File: config.mk
export PLATFORM = sky130hd
export DESIGN_NAME = framed_packet_receiver_core
export DESIGN_NICKNAME = d
export VERILOG_FILES = /design/src/design/frp_pkg.sv /design/src/design/frp_parser.sv /design/src/design/framed_packet_receiver_core.sv
export VERILOG_INCLUDE_DIRS = /design/src /design/src/design
export SDC_FILE = /design/constraint.sdc
export NUM_CORES = 1
export LEC_CHECK = 0
export ABC_AREA = 1
export BUFFER_PORTS_ARGS = -buffer_cell sky130_fd_sc_hd__buf_4
export CAP_MARGIN = 0
export CORE_MARGIN = 1.5
export CORE_UTILIZATION = 50
export DETAILED_ROUTE_END_ITERATION = 16
export GPL_TIMING_DRIVEN = 0
export HOLD_SLACK_MARGIN = 0.02
export PLACE_DENSITY = 0.7
export SYNTH_ARGS = -nofsm -noshare
export SYNTH_HDL_FRONTEND = slang
export SYNTH_HIERARCHICAL = 1
export SYNTH_SLANG_ARGS = --single-unit
File: constraint.sdc
create_clock -name clk -period 16.1 [get_ports clk]
set_clock_uncertainty 0.1 [all_clocks]
set_input_delay 1.61 -clock clk [delete_from_list [all_inputs] [get_ports clk]]
set_output_delay 1.61 -clock clk [all_outputs]
set_load 0.02 [all_outputs]
File: src/design/framed_packet_receiver_core_macros.svh
// Assertion macros shared by the frame receiver modules.
// Each use expands to a labelled concurrent assertion on clk, held off in reset.
`ifndef FRAMED_PACKET_RECEIVER_CORE_MACROS_SVH
`define FRAMED_PACKET_RECEIVER_CORE_MACROS_SVH

// Same-cycle implication
`define FRP_ASSERT_NOW(label, pre, post) \
  label: assert property (@(posedge clk) disable iff (rst) (pre) |-> (post)) \
    else $error("frame receiver check failed");

// Next-cycle implication
`define FRP_ASSERT_NEXT(label, pre, post) \
  label: assert property (@(posedge clk) disable iff (rst) (pre) |=> (post)) \
    else $error("frame receiver check failed");

`endif

File: src/design/frp_pkg.sv
package frp_pkg;

  // Frame limits
  localparam int MAX_PAYLOAD  = 16;
  localparam int LEN_W        = $clog2(MAX_PAYLOAD + 1);
  localparam int ODO_LEN      = 4;
  localparam int IMU_LEN      = 12;
  // Only the bytes that reach a result are kept
  localparam int STORE_DEPTH  = IMU_LEN;
  localparam int STORE_IDX_W  = $clog2(STORE_DEPTH);
  localparam int NUM_VALUES   = 6;
  localparam int ODO_VALUES   = 2;
  localparam int CNT_W        = 32;
  localparam logic [7:0] MAX_LEN_BYTE = 8'(MAX_PAYLOAD);

  // Parser phase, one-hot
  typedef enum logic [5:0] {
    PH_HDR1 = 6'b000001,
    PH_HDR2 = 6'b000010,
    PH_CMD  = 6'b000100,
    PH_LEN  = 6'b001000,
    PH_DATA = 6'b010000,
    PH_CSUM = 6'b100000
  } phase_t;

  // Result status codes
  typedef enum logic [2:0] {
    ST_ODO       = 3'd0,
    ST_IMU       = 3'd1,
    ST_CKSUM     = 3'd2,
    ST_UNKNOWN   = 3'd3,
    ST_WRONG_LEN = 3'd4
  } status_t;

  // Configuration register indexes
  typedef enum logic [1:0] {
    REG_HEADER_FIRST  = 2'd0,
    REG_HEADER_SECOND = 2'd1,
    REG_ODOMETRY_CODE = 2'd2,
    REG_INERTIAL_CODE = 2'd3
  } reg_idx_t;

  typedef struct packed {
    logic [7:0] header_first;
    logic [7:0] header_second;
    logic [7:0] odometry_code;
    logic [7:0] inertial_code;
  } cfg_t;

  // Result offered by the parser for the byte in the input register
  typedef struct packed {
    logic                             emit;
    status_t                          status;
    logic [NUM_VALUES-1:0][15:0]      values;
    logic [CNT_W-1:0]                 packets_seen;
    logic [CNT_W-1:0]                 bad_checksums;
    logic [CNT_W-1:0]                 unrecognised_cmds;
  } result_t;

endpackage

File: src/design/frp_parser.sv
`include "framed_packet_receiver_core_macros.svh"

module frp_parser import frp_pkg::*; (
  input  logic       clk,
  input  logic       rst,
  input  cfg_t       cfg,
  input  logic       step,
  input  logic [7:0] byte_in,
  output result_t    res
);

  phase_t                   phase, phase_next;
  logic [7:0]               cmd, cmd_next;
  logic [LEN_W-1:0]         len, len_next;
  logic [LEN_W-1:0]         count, count_next;
  logic [7:0]               xsum, xsum_next;
  logic [CNT_W-1:0]         seen_cnt, seen_cnt_next;
  logic [CNT_W-1:0]         cksum_cnt, cksum_cnt_next;
  logic [CNT_W-1:0]         unk_cnt, unk_cnt_next;
  logic [7:0]               store [STORE_DEPTH];
  status_t                  status_next;
  logic [NUM_VALUES-1:0]    value_en;

  // Phase sequencing and running checksum
  always_comb begin
    phase_next     = phase;
    cmd_next       = cmd;
    len_next       = len;
    count_next     = count;
    xsum_next      = xsum;
    unique case (phase)
      PH_HDR1: begin
        if (byte_in == cfg.header_first) phase_next = PH_HDR2;
      end
      PH_HDR2: begin
        if (byte_in == cfg.header_second) phase_next = PH_CMD;
        else if (byte_in == cfg.header_first) phase_next = PH_HDR2;
        else phase_next = PH_HDR1;
      end
      PH_CMD: begin
        cmd_next   = byte_in;
        xsum_next  = byte_in;
        phase_next = PH_LEN;
      end
      PH_LEN: begin
        len_next   = byte_in[LEN_W-1:0];
        xsum_next  = xsum ^ byte_in;
        count_next = '0;
        if (byte_in > MAX_LEN_BYTE) phase_next = PH_HDR1;
        else if (byte_in == 8'd0) phase_next = PH_CSUM;
        else phase_next = PH_DATA;
      end
      PH_DATA: begin
        count_next = count + LEN_W'(1);
        xsum_next  = xsum ^ byte_in;
        if (count_next >= len) phase_next = PH_CSUM;
      end
      PH_CSUM: begin
        phase_next = PH_HDR1;
      end
      default: phase_next = PH_HDR1;
    endcase
  end

  // Checksum byte: classify the frame and bump the counters
  always_comb begin
    seen_cnt_next  = seen_cnt + CNT_W'(1);
    cksum_cnt_next = cksum_cnt;
    unk_cnt_next   = unk_cnt;
    value_en       = '0;
    priority if (xsum != byte_in) begin
      status_next    = ST_CKSUM;
      cksum_cnt_next = cksum_cnt + CNT_W'(1);
    end else if (cmd == cfg.odometry_code) begin
      if (count == LEN_W'(ODO_LEN)) begin
        status_next = ST_ODO;
        value_en    = NUM_VALUES'((1 << ODO_VALUES) - 1);
      end else begin
        status_next = ST_WRONG_LEN;
      end
    end else if (cmd == cfg.inertial_code) begin
      if (count == LEN_W'(IMU_LEN)) begin
        status_next = ST_IMU;
        value_en    = '1;
      end else begin
        status_next = ST_WRONG_LEN;
      end
    end else begin
      status_next  = ST_UNKNOWN;
      unk_cnt_next = unk_cnt + CNT_W'(1);
    end
  end

  // Little-endian words from the stored payload
  always_comb begin
    res.emit              = (phase == PH_CSUM);
    res.status            = status_next;
    res.packets_seen      = seen_cnt_next;
    res.bad_checksums     = cksum_cnt_next;
    res.unrecognised_cmds = unk_cnt_next;
    for (int j = 0; j < NUM_VALUES; j++) begin
      res.values[j] = value_en[j] ? {store[2*j+1], store[2*j]} : 16'd0;
    end
  end

  // Parser state
  always_ff @(posedge clk) begin
    if (rst) begin
      phase     <= PH_HDR1;
      cmd       <= '0;
      len       <= '0;
      count     <= '0;
      xsum      <= '0;
      seen_cnt  <= '0;
      cksum_cnt <= '0;
      unk_cnt   <= '0;
    end else if (step) begin
      phase <= phase_next;
      cmd   <= cmd_next;
      len   <= len_next;
      count <= count_next;
      xsum  <= xsum_next;
      if (phase == PH_CSUM) begin
        seen_cnt  <= seen_cnt_next;
        cksum_cnt <= cksum_cnt_next;
        unk_cnt   <= unk_cnt_next;
      end
    end
  end

  // Payload bytes, no reset: only entries written in this frame are read
  always_ff @(posedge clk) begin
    if (step && phase == PH_DATA && count < LEN_W'(STORE_DEPTH)) begin
      store[count[STORE_IDX_W-1:0]] <= byte_in;
    end
  end

  `FRP_ASSERT_NEXT(a_cksum_counts, step && res.emit && res.status == ST_CKSUM, cksum_cnt == $past(cksum_cnt) + 32'd1)
  `FRP_ASSERT_NOW(a_data_in_range, phase == PH_DATA, (len != '0) && (count < len))
  `FRP_ASSERT_NEXT(a_long_len_rehunts, step && phase == PH_LEN && byte_in > MAX_LEN_BYTE, phase == PH_HDR1)

endmodule

File: src/design/framed_packet_receiver_core.sv
// Framed packet receiver.
// rx channel: one received byte per word (rx_valid/rx_ready/rx_byte).
// out channel: one word per completed frame, carrying status, six signed
// 16-bit values and three wrapping 32-bit counters (out_valid/out_ready).
// cfg port: cfg_we writes cfg_data[7:0] into register cfg_index
// (header bytes and the two command codes); write only while idle.
// Throughput: one byte per cycle when not stalled. A byte is parsed
// while it sits in the input register; the checksum byte's word is
// loaded into the output register when that byte moves on, and
// out_valid rises with it. Other bytes give no word.
// Stall: a finished word waits in the output register while bytes keep
// flowing; rx_ready drops only when the byte in the input register is a
// checksum byte and the output register is still full and not taken.
// Reset (rst, synchronous): header hunt restarts, counters clear, both
// registers empty, configuration returns to 0xAA, 0x55, 0x81, 0x82.
`include "framed_packet_receiver_core_macros.svh"

module framed_packet_receiver_core import frp_pkg::*; (
  input  logic               clk,
  input  logic               rst,
  input  logic               rx_valid,
  output logic               rx_ready,
  input  logic [7:0]         rx_byte,
  output logic               out_valid,
  input  logic               out_ready,
  output logic [2:0]         status,
  output logic signed [15:0] value_a,
  output logic signed [15:0] value_b,
  output logic signed [15:0] value_c,
  output logic signed [15:0] value_d,
  output logic signed [15:0] value_e,
  output logic signed [15:0] value_f,
  output logic [31:0]        packets_seen,
  output logic [31:0]        bad_checksums,
  output logic [31:0]        unrecognised_cmds,
  input  logic               cfg_we,
  input  logic [1:0]         cfg_index,
  input  logic [7:0]         cfg_data
);

  cfg_t       cfg;
  logic       in_q_valid;
  logic [7:0] in_q_byte;
  logic       advance;
  result_t    res;
  result_t    out_q;

  // Configuration registers
  always_ff @(posedge clk) begin
    if (rst) begin
      cfg.header_first  <= 8'd170;
      cfg.header_second <= 8'd85;
      cfg.odometry_code <= 8'd129;
      cfg.inertial_code <= 8'd130;
    end else if (cfg_we) begin
      unique case (reg_idx_t'(cfg_index))
        REG_HEADER_FIRST:  cfg.header_first  <= cfg_data;
        REG_HEADER_SECOND: cfg.header_second <= cfg_data;
        REG_ODOMETRY_CODE: cfg.odometry_code <= cfg_data;
        REG_INERTIAL_CODE: cfg.inertial_code <= cfg_data;
        default: ;
      endcase
    end
  end

  // Staged byte moves on unless it makes a word with nowhere to go
  assign advance  = in_q_valid && (!res.emit || !out_valid || out_ready);
  assign rx_ready = !in_q_valid || advance;

  // Input register
  always_ff @(posedge clk) begin
    if (rst) begin
      in_q_valid <= 1'b0;
    end else if (rx_valid && rx_ready) begin
      in_q_valid <= 1'b1;
    end else if (advance) begin
      in_q_valid <= 1'b0;
    end
  end

  always_ff @(posedge clk) begin
    if (rx_valid && rx_ready) in_q_byte <= rx_byte;
  end

  frp_parser u_parser (
    .clk     (clk),
    .rst     (rst),
    .cfg     (cfg),
    .step    (advance),
    .byte_in (in_q_byte),
    .res     (res)
  );

  // Output register
  always_ff @(posedge clk) begin
    if (rst) begin
      out_valid <= 1'b0;
    end else if (advance && res.emit) begin
      out_valid <= 1'b1;
    end else if (out_ready) begin
      out_valid <= 1'b0;
    end
  end

  always_ff @(posedge clk) begin
    if (advance && res.emit) out_q <= res;
  end

  assign status            = out_q.status;
  assign value_a           = $signed(out_q.values[0]);
  assign value_b           = $signed(out_q.values[1]);
  assign value_c           = $signed(out_q.values[2]);
  assign value_d           = $signed(out_q.values[3]);
  assign value_e           = $signed(out_q.values[4]);
  assign value_f           = $signed(out_q.values[5]);
  assign packets_seen      = out_q.packets_seen;
  assign bad_checksums     = out_q.bad_checksums;
  assign unrecognised_cmds = out_q.unrecognised_cmds;

  `FRP_ASSERT_NOW(a_stall_cause, !rx_ready, in_q_valid && out_valid && !out_ready)
  `FRP_ASSERT_NOW(a_error_values_zero, out_valid && status != ST_ODO && status != ST_IMU, out_q.values == '0)
  `FRP_ASSERT_NOW(a_odo_upper_zero, out_valid && status == ST_ODO, out_q.values[5:2] == '0)

endmodule

# ---- Word level (Yosys, flattened, before mapping)
# Memory sizes are Yosys's and may differ from the RTL's. A register that Yosys moved wholly into a read port is not among the register bits.
# Index checks and enable logic that the tools add are counted.
dict set report op_classes {
  addsub 4
  order_cmp 3
  eq_ne 18
  muxes 28
  n_bitwise 1
  n_reduce_logical 40
}
# op count
set op_table {}
lappend op_table {{$mux 32} 4}
lappend op_table {{$add 32x1->32 const B} 3}
lappend op_table {{$mux 6} 9}
lappend op_table {{$eq 8x8->1} 4}
lappend op_table {{$pmux 6 s5} 1}
lappend op_table {{$reduce_and 2->1} 9}
lappend op_table {{$pmux 8 s2} 1}
lappend op_table {{$logic_not 1->1} 15}
lappend op_table {{$mux 3} 4}
lappend op_table {{$pmux 5 s2} 1}
lappend op_table {{$gt 8x5->1 const B} 1}
lappend op_table {{$logic_not 8->1} 1}
lappend op_table {{$ne 8x8->1} 1}
lappend op_table {{$reduce_bool 2->1} 4}
lappend op_table {{$xor 8x8->8} 1}
lappend op_table {{$eq 6x1->1 const B} 1}
lappend op_table {{$eq 6x2->1 const B} 1}
lappend op_table {{$eq 6x3->1 const B} 1}
lappend op_table {{$eq 6x4->1 const B} 1}
lappend op_table {{$eq 6x5->1 const B} 1}
lappend op_table {{$eq 6x6->1 const B} 1}
lappend op_table {{$mux 1} 6}
lappend op_table {{$add 5x1->5 const B} 1}
lappend op_table {{$eq 5x3->1 const B} 1}
lappend op_table {{other kinds (12)} 21}
dict set report totals {
  ff_bits 269
  ramBits 96
  inputBits 23
  output_inout_bits 197
  word_cells 114
  memories 1
}
# name words word_bits read_ports rd_ports_with_merged_regs wr line
set memory_table {}
lappend memory_table {u_parser.store 12 8 12 12 1 frp_parser.sv:20} ;# logic [7:0] store [STORE_DEPTH];

# ---- Longest topological paths before layout
# Gate-level depths: netlist of run 1.
dict set report depth {
  word_depth 9
  depth_mapped 15
}

# ---- Modules after synthesis
# The synthesis of run 1 kept the hierarchy.
# mod n_inst cells_per_inst area_per_inst_um2 seq_area_each_um2
set by_module_without_submodules {}
lappend by_module_without_submodules {frp_parser 1 1918 13000.0 5445.2}
lappend by_module_without_submodules {framed_packet_receiver_core 1 409 7549.7 6776.5}

# ---- Worst setup path after synthesis of run 1
# Ideal clock, no wire load.
dict set report synth_path {
  path_type {input-to-reg}
  startpoint {input out_ready}
  endpoint {register out_q, in the netlist bad_checksums[0] (enable)}
  setup_time_ns 0.547
  arrival_ns 5.560
  slack_ns 9.893
  stages 4
  path_cell_list {inv_1 > nand2_1 > nand3_1 > inv_1}
}
dict set report synth_between {
  elab_chain_len 3
}
# item line
set synth_rtl {}
lappend synth_rtl {{start: declaration} framed_packet_receiver_core.sv:25} ;# input logic out_ready,
lappend synth_rtl {{$logic_or 1x1->1} framed_packet_receiver_core.sv:67} ;# assign advance = in_q_valid && (!res.emit || !out_valid || out_ready);
lappend synth_rtl {{$logic_and 1x1->1} framed_packet_receiver_core.sv:67}
lappend synth_rtl {{$logic_and 1x1->1} framed_packet_receiver_core.sv:106} ;# if (advance && res.emit) out_q <= res;
lappend synth_rtl {{end signal: assignment} framed_packet_receiver_core.sv:106}
lappend synth_rtl {{end: declaration} framed_packet_receiver_core.sv:46} ;# result_t out_q;
# No other way between the ends.
# A chain may end at the register's enable or synchronous reset.

# ---- Worst setup path in the final report of run 1
dict set report layout_path {
  startpoint {input out_ready}
  endpoint {memory u_parser.store[5][4] (enable)}
}
dict set report layout_between {
  elab_chain_len 6
}
# item line
set layout_rtl {}
lappend layout_rtl {{$logic_or 1x1->1} framed_packet_receiver_core.sv:67}
lappend layout_rtl {{$logic_and 1x1->1} framed_packet_receiver_core.sv:67}
lappend layout_rtl {{via advance} framed_packet_receiver_core.sv:44} ;# logic advance;
lappend layout_rtl {{$logic_and 1x1->1 (2 in series)} frp_parser.sv:133} ;# if (step && phase == PH_DATA && count < LEN_W'(STORE_DEPTH)) begin
lappend layout_rtl {{$mux 1} frp_parser.sv:133}
lappend layout_rtl {{$mux 1 (not written as such)} frp_parser.sv:134} ;# store[count[STORE_IDX_W-1:0]] <= byte_in;
lappend layout_rtl {{end: declaration} frp_parser.sv:20}
# The timed path passes the listed nets, and every way through them passes these cells.

==> metrics.csv, run 1 <==
metric,value,unit
via count,16000,
Worst Path Max Fanout,8,
FMAX,0.258,GHz
post-detail-place hpwl,35.4,mm
arrival time worst endpoint,3.99,ns
IO Port Bufs,218,
pre-CTS WS,11.68,ns
Post-CTS Setup Repair Bufs,0,
Antenna diodes,0,
syn nets,2362,
clock slew at reported path FFs,0.06,ns
post-synth top area share,43.7,%
DR iter-0 viols,1256,
Slowest Stage Delay on Critical Path,0.65,ns
area grow syn2layout,18.9,%
Fin Setup TNS,0,ns
post-cts sizing count,0,
final setup margin,12.23,ns
drt total wl,50.2,mm
Unique masters post-synth,42,
"area leader, netlist",edfxtp_1,
Crit Path Category,in -> reg,
vias in the first global route,15100,
Filler cells,3441,
worst hold path type,reg -> reg,
Total GRT Usage,23.9,%
CTS tree,yes,
WL per Instance,15.9,um
# DRC,0,
first-pass detailed-route iteration total,6,
worst skew pair latency,0.59,ns
Worst Tran Pin Value,0.938,ns
Starting Density,50.6,%
Routed Antenna Nets,0,
Ports,220,
die width,206,um
synth warn,6,
clock root buffer,clkbuf_16,
# rows,74,
Crit path required time,16.22,ns
number of synthesized flops with an enable pin,299,
Max Cap Violations,0,
max-slew violations,0,
Hold Path Stages,2,
post-synthesis area per instance,8.83,um2
most frequent cell after synthesis,nand2_1,
status,finished clean,
Async SR Flop Fraction,0,%
FF/Latch Area,12200,um2
most numerous cell on the critical path,inv_1,
element type at the critical path end,flop,
hold buffers post-CTS,0,
largest net degree at the start of global routing,116,
leakage,10.4,nW
Final Cycle Share,24.1,%
cell breakdown of the critical path,buf_4 > inv_1 > a31oi_1 > inv_1 > nor2_1 > inv_1 > nor3_1 > nand2_1 > nor2_1,
initial antenna violation count,0,
top cells by instance count after synthesis,"539 x nand2_1, 416 x inv_1, 299 x edfxtp_1, 298 x nor2_1, 162 x dfxtp_1",
"top cells by area, synth","edfxtp_1 44%, dfxtp_1 16%, nand2_1 9.8%, inv_1 7.6%, nor2_1 5.4%",
r2r worst-path depth,10,
"Top FF cell, synth",edfxtp_1,
"Setup violations, final",0,
first-pass GRT wire length,78.1,mm
clock buffer count from CTS,47,
final hold vios,0,
"Net count, final",2630,
area of the core,40600,um2
RSZ-0062 raised after global routing,false,
CP Launch Type,input pin,
maximum vdd drop,82.6,uV
cell area after synthesis,20500,um2
footprint of the multi-input gates,6350,um2
clock period minus worst slack,3.87,ns
CP max stage cell,nor2_1,
CTS sink cnt,461,
clock buffer depth,3,
CTS H-Tree Depth,2,
Die Area,42300,um2
Mapped Cells,2327,
GRT overflow,0,
Seq cells post-synth,461,
sequential fraction of the synthesis area,59.5,%
share of layout cells above drive strength 1,14.2,%
power per cell area,100,nW/um2
Total Power,2.45,mW
normalized max-slew margin,37.5,%
height of the die,206,um
global placer's final weighted congestion,0.889,
post-detailed-route via-to-cell ratio,5.04,
[cells by family (layout without fill, tap and decap cells)]
logic type,after synthesis,after routing,share of synthesized area (%)
compound gates,231,231,5.80
fa+ha+maj,12,12,0.731
xor+xnor,56,56,2.39
flops,461,461,59.5
simple gates,1071,1071,22.0
buf+inv,496,803,9.64
[routing by layer]
layer | part of all wire, % | wire (um) | GRT usage [%]
met1 | 43 | 21700 | 31.7
met2 | 48 | 24100 | 39.6
met3 | 6.2 | 3100 | 3.91
met4 | 2.6 | 1320 | 8.06
met5 | 0 | 0 | 0
[cell type report]
| cell class | instances | share of cell area [%] |
|---|---|---|
| sequential | 461 | 50.0 |
| multi-input combinational | 1370 | 26.0 |
| timing repair buffer | 219 | 6.81 |
| inverter | 426 | 6.57 |
| clock buffer | 68 | 5.43 |
| tap | 532 | 2.72 |
| buffer | 70 | 1.57 |
| clock inverter | 20 | 0.922 |
[flip-flops by register name (all words and copies together) (netlist names), 3 cells and up]
register,count
u_parser/store,96
bad_checksums,32
cfg,32
packets_seen,32
u_parser/cksum_cnt,32
u_parser/seen_cnt,32
u_parser/unk_cnt,32
unrecognised_cmds,32
value_a,16
value_b,16
value_c,16
value_d,16
value_e,16
value_f,16
in_q_byte,8
u_parser/cmd,8
u_parser/xsum,8
u_parser/phase,6
u_parser/count,5
u_parser/len,5
status,3
[through the flow]
| step | std cells | cell area, um2 | hold WS, ns | util [%] |
|---|---|---|---|---|
| 6_report | 3166 | 24400 | 0.384 | 60.1 |
| 5_1_grt | 3166 | 24400 | 0.412 | 60.1 |
| 4_1_cts | 3166 | 24400 | 0.385 | 60.1 |
| 3_5_place_dp | 3078 | 22900 | 0.370 | 56.3 |
| 3_3_place_gp | 3077 | 22900 | 0.366 | 56.2 |
| 2_1_floorplan | 2327 | 20500 | 0.348 | - |
[power breakdown]
group	switching (mW)	internal, mW	leakage (nW)	total (mW)
clock	0.458	0.627	0.747	1.08
sequential	0.0171	1.26	3.79	1.28
combinational	0.0565	0.0298	5.84	0.0863
total	0.531	1.92	10.4	2.45
[cells in the final DEF (no fill, tap or decap), types with 47 or more instances in the layout]
cell	count
nand3_1	133
a21oi_1	109
dfxtp_1	162
inv_1	415
buf_4	221
clkbuf_16	48
nand2_1	539
nor2_1	298
xor2_1	47
edfxtp_1	299
o21ai_0	96
[worst paths after layout]
| check | from | end | slack, ns |
|---|---|---|---|
| hold / removal | cfg[27] | cfg[27] | 0.38 |
| setup / recovery | out_ready | u_parser/store[5][4] | 12.23 |
| hold reg to reg | cfg[27] | cfg[27] | 0.38 |
| setup reg to reg | u_parser/phase[3] | u_parser/store[5][4] | 12.64 |
[worst max-delay path: cells and delay by family]
family	cells	cell delay, ns
AND/OR/NAND/NOR	4	1.57
AO/OA/AOI/OAI	1	0.41
buffers and inverters	4	0.41
Power figures use the tool's default switching activity.
==> run 2: changes to the inputs <==
PLACE_DENSITY = 0.72   (was 0.7)
clock period = 3.5 ns   (was 16.1 ns; I/O delays follow)
==> run 2 against run 1 <==
Global-route usage up 0.17 points. Largest power group unchanged. Routed wire length barely moved. First-iteration DRC count decreased by 0.48%. Register-to-register slack got worse by 12 ns. Combinational power increased to 4.8 times the previous value. Largest cell class unchanged.
==> metrics.csv, run 2 (synthesized netlist as in run 1, its figures left out) <==
metric,value,unit
element type at the critical path end,flop,
CP max stage cell,nor2_1,
IO Port Bufs,218,
clock root buffer,clkbuf_16,
first-pass detailed-route iteration total,5,
Fin Setup TNS,0,ns
Starting Density,50.6,%
Max Cap Violations,0,
area grow syn2layout,20.5,%
FMAX,0.312,GHz
clock period minus worst slack,3.21,ns
clock buffer count from CTS,47,
CP bufs+invs,2,
Crit path required time,3.63,ns
die width,206,um
power per cell area,459,nW/um2
placed insts,3082,
Worst Path Max Fanout,8,
Total GRT Usage,24.0,%
first-pass GRT wire length,78.8,mm
share of layout cells above drive strength 1,14.7,%
GRT overflow,0,
"Core Util, Final",60.9,%
WL per Instance,15.7,um
most numerous cell on the critical path,nor2_1,
Crit Path Category,reg -> reg,
clock buffer depth,3,
post-detail-place hpwl,35.8,mm
dpl cell area,23000,um2
Largest register FFs,96,
Die Area,42300,um2
vias in the first global route,15200,
RSZ-0062 raised after global routing,false,
status,finished clean,
final hold vios,0,
switching share of total power,21.7,%
sequential power share,51.9,%
Slowest Stage Delay on Critical Path,0.56,ns
"Largest delay share family, worst path",simple AND/OR/NAND/NOR gates,
CTS sink cnt,461,
arrival time worst endpoint,3.33,ns
maximum vdd drop,376,uV
Clk network pwr share,44.4,%
"Design Area, Final",24800,um2
# rows,74,
Cell Int Power,8.89,mW
post-detailed-route via-to-cell ratio,5.02,
initial antenna violation count,0,
via count,16000,
combinational power share,3.6,%
worst hold path type,in -> reg,
DR iter-0 viols,1250,
largest net degree at the start of global routing,48,
worst skew pair latency,0.60,ns
"Net count, final",2655,
Worst Tran Pin Value,0.911,ns
max-slew violations,0,
cell breakdown of the critical path,nor2_1 > nand3_2 > nor2_2 > a31oi_2 > inv_1 > nor2_1 > inv_1 > nor3_1 > nand2_1 > nor2_1,
clock slew at reported path FFs,0.06,ns
Final Instance Count excl. Fillers,3190,
CTS H-Tree Depth,2,
"commonest non-fill, non-tap cell in the layout",nand2_1,
Post-CTS Setup Repair Bufs,0,
CP Launch Type,flop,
height of the die,206,um
Final Cycle Share,91.6,%
global placer's final weighted congestion,0.909,
CTS tree,yes,
Routed Antenna Nets,0,
Ports,220,
Antenna diodes,0,
normalized max-slew margin,39.3,%
Psw,2.47,mW
drt total wl,50.2,mm
leakage,10.5,nW
area of the core,40600,um2
Filler cells,3339,
most frequent cells in the layout,"539 x nand2_1, 415 x inv_1, 299 x edfxtp_1",
# DRC,0,
"Setup violations, final",0,
-- run 2: final timing paths --
path / start / to / slack [ns] / cells past startpoint
max reg2reg: u_parser/phase[3] / u_parser/store[10][6] / 0.29 / 10
max: u_parser/phase[3] / u_parser/store[10][6] / 0.29 / 10
min reg2reg: u_parser/phase[3] / u_parser/phase[3] / 0.38 / 2
min: cfg_we / cfg[24] / 0.1 / 4
-- run 2: worst reg2reg max path, stage by stage (launching register included) --
cell and delay (ns):
dfxtp_2 0.35, nor2_1 0.09, nand3_2 0.07, nor2_2 0.08, a31oi_2 0.38, inv_1 0.15
nor2_1 0.34, inv_1 0.11, nor3_1 0.37, nand2_1 0.22, nor2_1 0.56
-- run 2: area by class of cell --
| class | count | area (um2) | share of cell area (%) |
|---|---|---|---|
| buffer | 70 | 383 | 1.55 |
| clock buffer | 62 | 1250 | 5.06 |
| clock inverter | 25 | 299 | 1.21 |
| inverter | 426 | 1600 | 6.47 |
| multi-input combinational | 1370 | 6380 | 25.8 |
| sequential | 461 | 12200 | 49.4 |
| tap | 532 | 666 | 2.69 |
| timing repair buffer | 244 | 1950 | 7.86 |
-- run 2: layer usage --
metal | vias up | GRT usage [%] | wire (um)
met5 | - | 0 | 0
met4 | 0 | 8.86 | 1610
met3 | 114 | 3.71 | 2880
met2 | 476 | 39.9 | 23800
met1 | 7466 | 31.8 | 21900
li1 | 7968 | - | -
-- run 2: through the flow --
stage                     setup WS (ns)  hold slack [ns]  total power, mW
final                             0.294           0.0962             11.4
after global routing             0.0178           0.0957             11.7
after CTS                        0.0957           0.0711             11.5
after detailed placement          0.112            0.369             6.41
after global placement            -1.80            0.363             6.40
after floorplan                  -0.484            0.319             6.26
-- run 2: timing repair --
action / 4_1_cts / 5_1_grt
hold endpoints to repair: 40 / 0
gates resized for setup: 0 / 7
setup endpoints to repair: 0 / 88
hold buffers: 21 / 0
-- run 2: power groups by stage --
stage	Combinational [mW]	Sequential [mW]	Clock, mW
2_1_floorplan	0.267	5.99	0
3_3_place_gp	0.384	6.02	0
3_5_place_dp	0.392	6.02	0
4_1_cts	0.412	5.90	5.14
5_1_grt	0.465	5.91	5.34
6_report	0.414	5.90	5.04
